<file path="config.mk">
export PLATFORM = sky130hd
export DESIGN_NAME = garch_pq_variance_recursion_flat
export DESIGN_NICKNAME = d
export VERILOG_FILES = /design/src/rtl/gpqvr_pkg.sv /design/src/rtl/gpqvr_ifs.sv /design/src/rtl/gpqvr_mac.sv /design/src/rtl/gpqvr_seq.sv /design/src/rtl/garch_pq_variance_recursion.sv /design/src/flat_wrapper.sv
export SDC_FILE = /design/constraint.sdc
export NUM_CORES = 2
export LEC_CHECK = 0
export BUFFER_PORTS_ARGS = -buffer_cell sky130_fd_sc_hd__buf_4
export CAP_MARGIN = 40
export CORE_AREA = 5 5 285 287
export DETAILED_ROUTE_END_ITERATION = 16
export DIE_AREA = 0 0 290 292
export PLACE_DENSITY_LB_ADDON = 0.2
export SKIP_CTS_REPAIR_TIMING = 1
export SYNTH_ARGS = -nofsm -noshare
export SYNTH_HDL_FRONTEND = slang
export SYNTH_HIERARCHICAL = 1
export SYNTH_SLANG_ARGS = --single-unit
</file>
<file path="constraint.sdc">
create_clock -name clk -period 25.9 [get_ports clk]
set_clock_uncertainty 0.1 [all_clocks]
set_input_delay 3.885 -clock clk [delete_from_list [all_inputs] [get_ports clk]]
set_output_delay 3.885 -clock clk [all_outputs]
set_load 0.01 [all_outputs]
</file>
<file path="src/rtl/gpqvr_pkg.sv">
`timescale 1ns / 1ps
// Shared types and constants for the GARCH(p,q) variance recursion block.
package gpqvr_pkg;

    // Field widths
    localparam int MODE_W    = 2;
    localparam int VAL_W     = 32;
    localparam int COEF_W    = 17;
    localparam int IDX_W     = 4;
    localparam int ORDER_W   = 3;
    localparam int CFG_IDX_W = 2;
    localparam int FRAC_W    = 16;
    localparam int PROD_W    = COEF_W + VAL_W;
    localparam int ACC_W     = 64;

    // Input item modes
    localparam logic [MODE_W-1:0] MODE_START  = 2'd0;
    localparam logic [MODE_W-1:0] MODE_SAMPLE = 2'd1;
    localparam logic [MODE_W-1:0] MODE_LOAD   = 2'd2;

    // Configuration register indexes
    localparam logic [CFG_IDX_W-1:0] REG_ARCH_ORDER  = 2'd0;
    localparam logic [CFG_IDX_W-1:0] REG_GARCH_ORDER = 2'd1;

    // Reset value of both orders
    localparam logic [ORDER_W-1:0] ORDER_RESET = 3'd1;

    // 1.0 in Q16.16: multiplies the constant term up to Q17.32
    localparam logic [VAL_W-1:0] ONE_Q16 = 32'h0001_0000;

    // Half an LSB of Q16.16 expressed in Q17.32
    localparam logic [ACC_W-1:0] ROUND_HALF = 64'h0000_0000_0000_8000;

    // Sequencer commands to the multiply-accumulate unit
    typedef struct packed {
        logic clear;
        logic issue;
    } mac_ctrl_t;

    // Sequencer status to the top level
    typedef struct packed {
        logic busy;
        logic finish;
    } seq_stat_t;

endpackage

</file>
<file path="src/rtl/gpqvr_ifs.sv">
`timescale 1ns / 1ps
// Channel interfaces: sample input, variance result and configuration write.
interface gpqvr_in_if;
    logic        valid;
    logic        ready;
    logic [1:0]  mode;
    logic [31:0] residual_sq;
    logic [31:0] seed_variance;
    logic [3:0]  coef_index;
    logic [16:0] coef_value;

    modport source (
        output valid, mode, residual_sq, seed_variance, coef_index, coef_value,
        input  ready
    );
    modport sink (
        input  valid, mode, residual_sq, seed_variance, coef_index, coef_value,
        output ready
    );
endinterface

interface gpqvr_out_if;
    logic        valid;
    logic        ready;
    logic [31:0] variance;
    logic        saturated;

    modport source (
        output valid, variance, saturated,
        input  ready
    );
    modport sink (
        input  valid, variance, saturated,
        output ready
    );
endinterface

interface gpqvr_cfg_if;
    logic        valid;
    logic        ready;
    logic [1:0]  index;
    logic [2:0]  data;

    modport source (
        output valid, index, data,
        input  ready
    );
    modport sink (
        input  valid, index, data,
        output ready
    );
endinterface

</file>
<file path="src/rtl/gpqvr_mac.sv">
`timescale 1ns / 1ps
// Shared multiply-accumulate unit with round-half-up and saturation to Q16.16.
module gpqvr_mac (
    input  logic                       clk,
    input  logic                       rst_n,
    input  gpqvr_pkg::mac_ctrl_t       ctrl,
    input  logic [gpqvr_pkg::COEF_W-1:0] coef,
    input  logic [gpqvr_pkg::VAL_W-1:0]  val,
    output logic [gpqvr_pkg::VAL_W-1:0]  variance,
    output logic                       saturated
);
    import gpqvr_pkg::*;

    logic [PROD_W-1:0] prod_reg;
    logic              prod_valid_reg;
    logic [ACC_W-1:0]  acc_reg;
    logic [ACC_W-1:0]  acc_next;
    logic [ACC_W-1:0]  rounded_sum;
    logic [ACC_W-FRAC_W-1:0] rounded;

    // Multiply stage: one coefficient-value product a cycle
    always_ff @(posedge clk)
    begin
        prod_reg <= PROD_W'(coef) * PROD_W'(val);
    end

    always_ff @(posedge clk or negedge rst_n)
    begin
        if (!rst_n)
        begin
            prod_valid_reg <= 1'b0;
        end
        else
        begin
            prod_valid_reg <= ctrl.issue;
        end
    end

    // Accumulate stage: exact sum of all terms in Q32.32
    always_comb
    begin
        acc_next = acc_reg;
        if (ctrl.clear)
        begin
            acc_next = '0;
        end
        else if (prod_valid_reg)
        begin
            acc_next = acc_reg + ACC_W'(prod_reg);
        end
    end

    always_ff @(posedge clk or negedge rst_n)
    begin
        if (!rst_n)
        begin
            acc_reg <= '0;
        end
        else
        begin
            acc_reg <= acc_next;
        end
    end

    // Round half up to Q16.16, clamp anything above 32 bits
    assign rounded_sum = acc_reg + ROUND_HALF;
    assign rounded     = rounded_sum[ACC_W-1:FRAC_W];
    assign saturated   = |rounded[ACC_W-FRAC_W-1:VAL_W];
    assign variance    = saturated ? '1 : rounded[VAL_W-1:0];

endmodule

</file>
<file path="src/rtl/gpqvr_seq.sv">
`timescale 1ns / 1ps
// Sequencer: steps the shared unit through the constant, arch and garch terms.
module gpqvr_seq #(
    parameter int MAX_P = 4,
    parameter int MAX_Q = 4
) (
    input  logic                                   clk,
    input  logic                                   rst_n,
    input  logic                                   start,
    input  logic [$clog2(MAX_P+1)-1:0]             arch_taps,
    input  logic [$clog2(MAX_Q+1)-1:0]             garch_taps,
    input  logic                                   out_free,
    output logic [$clog2(1+MAX_P+MAX_Q)-1:0]       term,
    output logic [$clog2(MAX_P+1)-1:0]             run_arch_taps,
    output gpqvr_pkg::mac_ctrl_t                   mac_ctrl,
    output gpqvr_pkg::seq_stat_t                   stat
);
    import gpqvr_pkg::*;

    localparam int PW = $clog2(MAX_P + 1);
    localparam int KW = $clog2(1 + MAX_P + MAX_Q);

    typedef enum logic [3:0] {
        S_IDLE  = 4'b0001,
        S_RUN   = 4'b0010,
        S_DRAIN = 4'b0100,
        S_DONE  = 4'b1000
    } seq_state_t;

    seq_state_t       state_reg;
    seq_state_t       state_next;
    logic [KW-1:0]    term_reg;
    logic [KW-1:0]    term_next;
    logic [KW-1:0]    last_reg;
    logic [KW-1:0]    last_next;
    logic [PW-1:0]    p_reg;
    logic [PW-1:0]    p_next;

    // Next-state logic
    always_comb
    begin
        state_next    = state_reg;
        term_next     = term_reg;
        last_next     = last_reg;
        p_next        = p_reg;
        mac_ctrl      = '0;
        stat.busy     = (state_reg != S_IDLE);
        stat.finish   = 1'b0;
        unique case (state_reg)
            S_IDLE:
            begin
                if (start)
                begin
                    // Latch the orders for this sample and clear the sum
                    term_next      = '0;
                    last_next      = KW'(arch_taps) + KW'(garch_taps);
                    p_next         = arch_taps;
                    mac_ctrl.clear = 1'b1;
                    state_next     = S_RUN;
                end
            end
            S_RUN:
            begin
                mac_ctrl.issue = 1'b1;
                if (term_reg == last_reg)
                begin
                    state_next = S_DRAIN;
                end
                else
                begin
                    term_next = term_reg + KW'(1);
                end
            end
            S_DRAIN:
            begin
                state_next = S_DONE;
            end
            S_DONE:
            begin
                // Hold the result until the output register is free
                if (out_free)
                begin
                    stat.finish = 1'b1;
                    state_next  = S_IDLE;
                end
            end
            default:
            begin
                state_next = S_IDLE;
            end
        endcase
    end

    always_ff @(posedge clk or negedge rst_n)
    begin
        if (!rst_n)
        begin
            state_reg <= S_IDLE;
            term_reg  <= '0;
            last_reg  <= '0;
            p_reg     <= '0;
        end
        else
        begin
            state_reg <= state_next;
            term_reg  <= term_next;
            last_reg  <= last_next;
            p_reg     <= p_next;
        end
    end

    assign term          = term_reg;
    assign run_arch_taps = p_reg;

endmodule

</file>
<file path="src/rtl/garch_pq_variance_recursion.sv">
`timescale 1ns / 1ps
// Top level of the GARCH(p,q) conditional variance recursion.
//
// Each residual beat (mode 1) yields one variance beat: c0 plus p arch taps on the
// newest squared residuals plus q garch taps on the newest variances, summed exactly,
// rounded half up to Q16.16 and clamped with the saturated flag. A residual beat keeps
// the input busy from acceptance until the sequencer is back in idle: one term per cycle
// goes through the single shared 17 x 32 multiplier, then a drain state lets the last
// product reach the accumulator and a done state rounds the sum and hands it over.
// Start (mode 0), coefficient load (mode 2) and unused mode 3 beats leave the input ready.
// The result sits in an output register, so the next beat is taken while it waits;
// a residual beat stalls in its done state only while an earlier result is still
// untaken. Configuration writes are taken every cycle and apply from the next sample.
module garch_pq_variance_recursion #(
    parameter int MAX_P = 4,
    parameter int MAX_Q = 4
) (
    input  logic        clk,
    input  logic        rst_n,
    gpqvr_in_if.sink    sample,
    gpqvr_out_if.source result,
    gpqvr_cfg_if.sink   cfg
);
    import gpqvr_pkg::*;

    localparam int CD = 1 + MAX_P + MAX_Q;
    localparam int KW = $clog2(CD);
    localparam int PW = $clog2(MAX_P + 1);
    localparam int QW = $clog2(MAX_Q + 1);

    logic [ORDER_W-1:0] arch_order_reg;
    logic [ORDER_W-1:0] garch_order_reg;
    logic [VAL_W-1:0]   rhist_reg [MAX_P];
    logic [VAL_W-1:0]   vhist_reg [MAX_Q];
    logic [COEF_W-1:0]  coef_reg  [CD];

    logic [PW-1:0]      p_eff;
    logic [QW-1:0]      q_eff;
    logic [PW-1:0]      p_run;
    logic [KW-1:0]      term;
    logic               accept;
    logic               start_sample;
    logic               out_free;
    mac_ctrl_t          mac_ctrl;
    seq_stat_t          stat;
    logic [COEF_W-1:0]  coef_sel;
    logic [VAL_W-1:0]   val_sel;
    logic [VAL_W-1:0]   mac_variance;
    logic               mac_saturated;

    logic               out_valid_reg;
    logic [VAL_W-1:0]   variance_reg;
    logic               saturated_reg;

    assign accept       = sample.valid & sample.ready;
    assign start_sample = accept && (sample.mode == MODE_SAMPLE);
    assign sample.ready = ~stat.busy;
    assign cfg.ready    = 1'b1;
    assign out_free     = ~out_valid_reg | result.ready;

    // Configuration registers
    always_ff @(posedge clk or negedge rst_n)
    begin
        if (!rst_n)
        begin
            arch_order_reg  <= ORDER_RESET;
            garch_order_reg <= ORDER_RESET;
        end
        else if (cfg.valid)
        begin
            unique case (cfg.index)
                REG_ARCH_ORDER:  arch_order_reg  <= cfg.data;
                REG_GARCH_ORDER: garch_order_reg <= cfg.data;
                default:         ;
            endcase
        end
    end

    // Clamp the orders to the tap counts that are built
    always_comb
    begin
        if (int'(arch_order_reg) > MAX_P)
        begin
            p_eff = PW'(MAX_P);
        end
        else
        begin
            p_eff = PW'(arch_order_reg);
        end
        if (int'(garch_order_reg) > MAX_Q)
        begin
            q_eff = QW'(MAX_Q);
        end
        else
        begin
            q_eff = QW'(garch_order_reg);
        end
    end

    // Residual history: clear on start, shift in on a sample
    always_ff @(posedge clk or negedge rst_n)
    begin
        if (!rst_n)
        begin
            for (int i = 0; i < MAX_P; i++)
            begin
                rhist_reg[i] <= '0;
            end
        end
        else if (accept && (sample.mode == MODE_START))
        begin
            for (int i = 0; i < MAX_P; i++)
            begin
                rhist_reg[i] <= '0;
            end
        end
        else if (start_sample)
        begin
            for (int i = 1; i < MAX_P; i++)
            begin
                rhist_reg[i] <= rhist_reg[i-1];
            end
            rhist_reg[0] <= sample.residual_sq;
        end
    end

    // Variance history: clear and seed on start, push each new result
    always_ff @(posedge clk or negedge rst_n)
    begin
        if (!rst_n)
        begin
            for (int i = 0; i < MAX_Q; i++)
            begin
                vhist_reg[i] <= '0;
            end
        end
        else if (accept && (sample.mode == MODE_START))
        begin
            for (int i = 1; i < MAX_Q; i++)
            begin
                vhist_reg[i] <= '0;
            end
            vhist_reg[0] <= sample.seed_variance;
        end
        else if (stat.finish)
        begin
            for (int i = 1; i < MAX_Q; i++)
            begin
                vhist_reg[i] <= vhist_reg[i-1];
            end
            vhist_reg[0] <= mac_variance;
        end
    end

    // Coefficient table: write one slot per load beat, drop slots past the end
    always_ff @(posedge clk or negedge rst_n)
    begin
        if (!rst_n)
        begin
            for (int i = 0; i < CD; i++)
            begin
                coef_reg[i] <= '0;
            end
        end
        else if (accept && (sample.mode == MODE_LOAD))
        begin
            for (int i = 0; i < CD; i++)
            begin
                if (int'(sample.coef_index) == i)
                begin
                    coef_reg[i] <= sample.coef_value;
                end
            end
        end
    end

    // Operand select for the current term
    assign coef_sel = coef_reg[term];

    always_comb
    begin
        val_sel = '0;
        if (term == '0)
        begin
            val_sel = ONE_Q16;
        end
        else if (term <= KW'(p_run))
        begin
            for (int i = 0; i < MAX_P; i++)
            begin
                if (term == KW'(i + 1))
                begin
                    val_sel = rhist_reg[i];
                end
            end
        end
        else
        begin
            for (int i = 0; i < MAX_Q; i++)
            begin
                if (term == KW'(p_run) + KW'(i + 1))
                begin
                    val_sel = vhist_reg[i];
                end
            end
        end
    end

    gpqvr_seq #(
        .MAX_P (MAX_P),
        .MAX_Q (MAX_Q)
    ) u_seq (
        .clk           (clk),
        .rst_n         (rst_n),
        .start         (start_sample),
        .arch_taps     (p_eff),
        .garch_taps    (q_eff),
        .out_free      (out_free),
        .term          (term),
        .run_arch_taps (p_run),
        .mac_ctrl      (mac_ctrl),
        .stat          (stat)
    );

    gpqvr_mac u_mac (
        .clk       (clk),
        .rst_n     (rst_n),
        .ctrl      (mac_ctrl),
        .coef      (coef_sel),
        .val       (val_sel),
        .variance  (mac_variance),
        .saturated (mac_saturated)
    );

    // Output register: load on finish, drop once taken
    always_ff @(posedge clk or negedge rst_n)
    begin
        if (!rst_n)
        begin
            out_valid_reg <= 1'b0;
        end
        else if (stat.finish)
        begin
            out_valid_reg <= 1'b1;
        end
        else if (result.ready)
        begin
            out_valid_reg <= 1'b0;
        end
    end

    always_ff @(posedge clk)
    begin
        if (stat.finish)
        begin
            variance_reg  <= mac_variance;
            saturated_reg <= mac_saturated;
        end
    end

    assign result.valid     = out_valid_reg;
    assign result.variance  = variance_reg;
    assign result.saturated = saturated_reg;

endmodule

</file>
<file path="src/flat_wrapper.sv">
// flat-port wrapper written by rule: the top's interface ports become plain ports
module garch_pq_variance_recursion_flat import gpqvr_pkg::*;
#(
    parameter int MAX_P = 4,
    parameter int MAX_Q = 4
)
  (clk, rst_n, sample_valid, sample_mode, sample_residual_sq, sample_seed_variance, sample_coef_index, sample_coef_value, sample_ready, result_valid, result_variance, result_saturated, result_ready, cfg_valid, cfg_index, cfg_data, cfg_ready);
  gpqvr_in_if sample_i ();
  gpqvr_out_if result_i ();
  gpqvr_cfg_if cfg_i ();
  input  logic clk;
  input  logic rst_n;
  input wire logic [$bits(sample_i.valid)-1:0] sample_valid;
  input wire logic [$bits(sample_i.mode)-1:0] sample_mode;
  input wire logic [$bits(sample_i.residual_sq)-1:0] sample_residual_sq;
  input wire logic [$bits(sample_i.seed_variance)-1:0] sample_seed_variance;
  input wire logic [$bits(sample_i.coef_index)-1:0] sample_coef_index;
  input wire logic [$bits(sample_i.coef_value)-1:0] sample_coef_value;
  output wire logic [$bits(sample_i.ready)-1:0] sample_ready;
  output wire logic [$bits(result_i.valid)-1:0] result_valid;
  output wire logic [$bits(result_i.variance)-1:0] result_variance;
  output wire logic [$bits(result_i.saturated)-1:0] result_saturated;
  input wire logic [$bits(result_i.ready)-1:0] result_ready;
  input wire logic [$bits(cfg_i.valid)-1:0] cfg_valid;
  input wire logic [$bits(cfg_i.index)-1:0] cfg_index;
  input wire logic [$bits(cfg_i.data)-1:0] cfg_data;
  output wire logic [$bits(cfg_i.ready)-1:0] cfg_ready;
  assign sample_i.valid = sample_valid;
  assign sample_i.mode = sample_mode;
  assign sample_i.residual_sq = sample_residual_sq;
  assign sample_i.seed_variance = sample_seed_variance;
  assign sample_i.coef_index = sample_coef_index;
  assign sample_i.coef_value = sample_coef_value;
  assign sample_ready = sample_i.ready;
  assign result_valid = result_i.valid;
  assign result_variance = result_i.variance;
  assign result_saturated = result_i.saturated;
  assign result_i.ready = result_ready;
  assign cfg_i.valid = cfg_valid;
  assign cfg_i.index = cfg_index;
  assign cfg_i.data = cfg_data;
  assign cfg_ready = cfg_i.ready;
  garch_pq_variance_recursion #(.MAX_P(MAX_P), .MAX_Q(MAX_Q)) u_core (.clk(clk), .rst_n(rst_n), .sample(sample_i), .result(result_i), .cfg(cfg_i));
endmodule
</file>
==> impl_metrics.yaml <==
clock_tree:
  clockRootBuffer: "clkbuf_16"
  cts_tree: "yes"
  htree_levels: 2
  numCtsBuffers: 61
  cts_buffer_depth: 3
  clk_pin_slew_ps: 60
  cts.sinks: 578
  clock_latency_ps: 660
setup_path:
  worst_ep_arrival_time_ps: 9810
  slowest_stage: "and2_1"
  critPathCaptureType: "register"
  required_ps: 26330
  crit_path_start_kind: "register"
  reg2regPathDepth: 32
  worstSetupPathType: "register to register"
  path_max_fanout: 47
  worst_path_most_repeated_cell: "fa_1"
  max_stage_delay_ps: 600
placed_design:
  hpwl_mm: 88.38
  port_buffers: 131
  gp_congestion: 0.9263
  postPlaceCellArea_sq_mm: 0.04871
sta:
  setup_violations: 0
  grt_setup_unrepaired: "no"
  worstMarginPinSlew_ps: 1134
  hold_violations: 0
  fmax_mhz: 106.6
  post-route-min-period_ps: 9381
  post-route-period-util_pct: 36.22
  fin_setup_tns_ps: 0
  slew_headroom_pct: 24.38
  slew_violations: 0
global_route:
  grt_pass1_wl_mm: 199.1
  overflow: 0
  grt_max_degree: 259
  antenna_found_initial: 2
  grt_pass1_vias: 35852
  grt_usage_pct: 29.19
route:
  drcViolationCount: 0
  routed-via-count: 35280
  drt_wl_total_mm: 124.8
  drt-pass1-iter-count: 6
  wl_per_cell_um: 20.99
  final_antenna_net_count: 0
  dr.first_iter.drc_count: 2732
  vias_per_cell: 5.933
hold_path:
  hp-class: "register to register"
  holdPathStages: 2
logic_synthesis:
  yosys_warnings: 6
  netlist_instances: 4841
  synth_top_area_share_pct: 26.57
  async_flop_share_pct: 85.81
  ys_seq_elements: 578
  synth-edff-count: 33
  syn_avg_cell_area_sq_um: 9.591
  syn_area_sq_mm: 0.04643
  synth-seq-area-share_pct: 30.99
  syn_nets: 5573
  synthDistinctLibCells: 105
  synth_ff_type: "dfrtp_1"
  synth_top_area_cell: "dfrtp_1"
  synth.area.top_cells: "dfrtp_1 (27%), fa_1 (19%), nand2_1 (6.6%), ha_1 (5.0%), inv_1 (4.3%)"
floorplan:
  initial_core_util_pct: 59.26
  num_rows: 103
  dieArea_sq_mm: 0.08468
  die_w_um: 290
  die_y_um: 292
  io_pins: 133
  core_sq_mm: 0.07836
power:
  peakVddDrop_mv: 0.06513
  leakagePower_uw: 0.02354
  power.density_mw_per_mm2: 60.35
  total_power_uw: 3074
layout:
  stdcell_area_sq_mm: 0.05094
  multi_input_comb_area_sq_mm: 0.02907
  drive_gt1_share_pct: 12.24
  syn_to_final_growth_pct: 9.707
  largest_reg_flops: 153
  filler_cell_count: 6411
  final_nets: 5574
  final_util_pct: 65.01
  seqCellArea_sq_mm: 0.01439
job:
  drv_cap: 0
run_status:
  status: "complete, no violations"
[cells in the final DEF, fill, tap and decap left out, types with 16 or more instances in the layout]
master | netlist | layout
a21o_1 | 72 | 72
a21oi_1 | 144 | 144
a22o_1 | 34 | 34
a22oi_1 | 59 | 59
and2_1 | 217 | 217
and3_1 | 16 | 16
buf_4 | 9 | 207
clkbuf_16 | 0 | 62
dfrtp_1 | 493 | 488
dfxtp_1 | 49 | 49
edfxtp_1 | 33 | 33
fa_1 | 451 | 451
ha_1 | 184 | 184
inv_1 | 531 | 531
mux2_1 | 22 | 22
mux2_2 | 144 | 144
mux2i_1 | 183 | 183
mux4_2 | 34 | 34
nand2_1 | 813 | 813
nand3_1 | 38 | 38
nand3b_1 | 36 | 36
nand4_1 | 31 | 31
nor2_1 | 268 | 266
nor2b_1 | 22 | 20
nor3_1 | 32 | 29
o211ai_1 | 30 | 30
o21a_1 | 17 | 17
o21ai_0 | 255 | 238
o21bai_1 | 17 | 16
xnor2_1 | 80 | 80
xor2_1 | 57 | 56
[worst max-delay path, delay by kind of cell, from the launching register on]
kind	cells	cell delay, ps
xor gates and xnor gates	2	340
AOI/OAI and AO/OA	10	2230
DFF	1	410
adders and majority gates	7	3360
and+or+nand+nor	4	1100
buffers and inverters	9	1690
[kinds of logic (layout without fill, tap and decap cells)]
family	after synthesis	after routing	share of synthesized area, %
buf+inv	820	874	6.856
flops	578	578	30.99
xor+xnor	139	139	2.681
simple gates	1546	1546	15.27
fa+ha+maj	635	635	24.40
mux	384	384	9.653
other cells	1	2	0.008077
compound gates	738	738	10.14
[per-stage QoR]
stage | std cells | setup WS (ps) | hold slack, ps
6_report | 5946 | 16520 | 378.5
3_5_place_dp | 5829 | 16660 | 371.0
5_1_grt | 5945 | 16020 | 399.0
2_1_floorplan | 4841 | 17070 | 350.1
4_1_cts | 5945 | 16620 | 385.0
3_3_place_gp | 5816 | 16500 | 361.5
[cells in the mapped netlist (27+ instances only)]
| library cell | number |
|---|---|
| o21ai_0 | 255 |
| a22o_1 | 34 |
| inv_1 | 531 |
| dfxtp_1 | 49 |
| nand3_1 | 38 |
| ha_1 | 184 |
| mux2_2 | 144 |
| nor2_1 | 268 |
| xnor2_1 | 80 |
| nand3b_1 | 36 |
| edfxtp_1 | 33 |
| mux2i_1 | 183 |
| a22oi_1 | 59 |
| o211ai_1 | 30 |
| nor3_1 | 32 |
| xor2_1 | 57 |
| mux4_2 | 34 |
| nand2_1 | 813 |
| and2_1 | 217 |
| a21oi_1 | 144 |
| fa_1 | 451 |
| clkbuf_1 | 236 |
| buf_2 | 27 |
| nand4_1 | 31 |
| a21o_1 | 72 |
| dfrtp_1 | 493 |
[layout make-up]
| cell class | count | area share (%) |
|---|---|---|
| tap | 1050 | 2.579 |
| clock inverter | 38 | 1.012 |
| timing repair buffer | 224 | 3.788 |
| sequential | 578 | 28.26 |
| inverter | 534 | 3.935 |
| multi-input combinational | 3443 | 57.06 |
| antenna | 1 | 0.004913 |
| clock buffer | 78 | 3.360 |
[final timing paths]
check                                      from  slack [ps]                   endpoint
setup / recovery           u_core/u_seq/term[1]       16520  u_core/u_mac/prod_reg[48]
hold reg to reg             u_core/rhist_reg[3]         380        u_core/rhist_reg[3]
max in group asynchronous                 rst_n       19610        u_core/coef_reg[28]
min in group asynchronous                 rst_n        3170       u_core/vhist_reg[36]
hold / removal              u_core/rhist_reg[3]         380        u_core/rhist_reg[3]
setup reg to reg           u_core/u_seq/term[1]       16520  u_core/u_mac/prod_reg[48]
[layer usage]
metal	share of wire (%)	global-route usage [%]	vias to the layer above
met1	41	40.07	17718
li1	-	-	15818
met5	0	0	-
met3	8.0	5.552	332
met4	4.5	11.29	0
met2	46	46.66	1412
[report_power, final]
group	switching, uW	internal (uW)	total (uW)
clock network	393	562	956
registers	82.2	1010	1090
logic	671	355	1030
No activity file was read; power rests on OpenSTA's default activity.
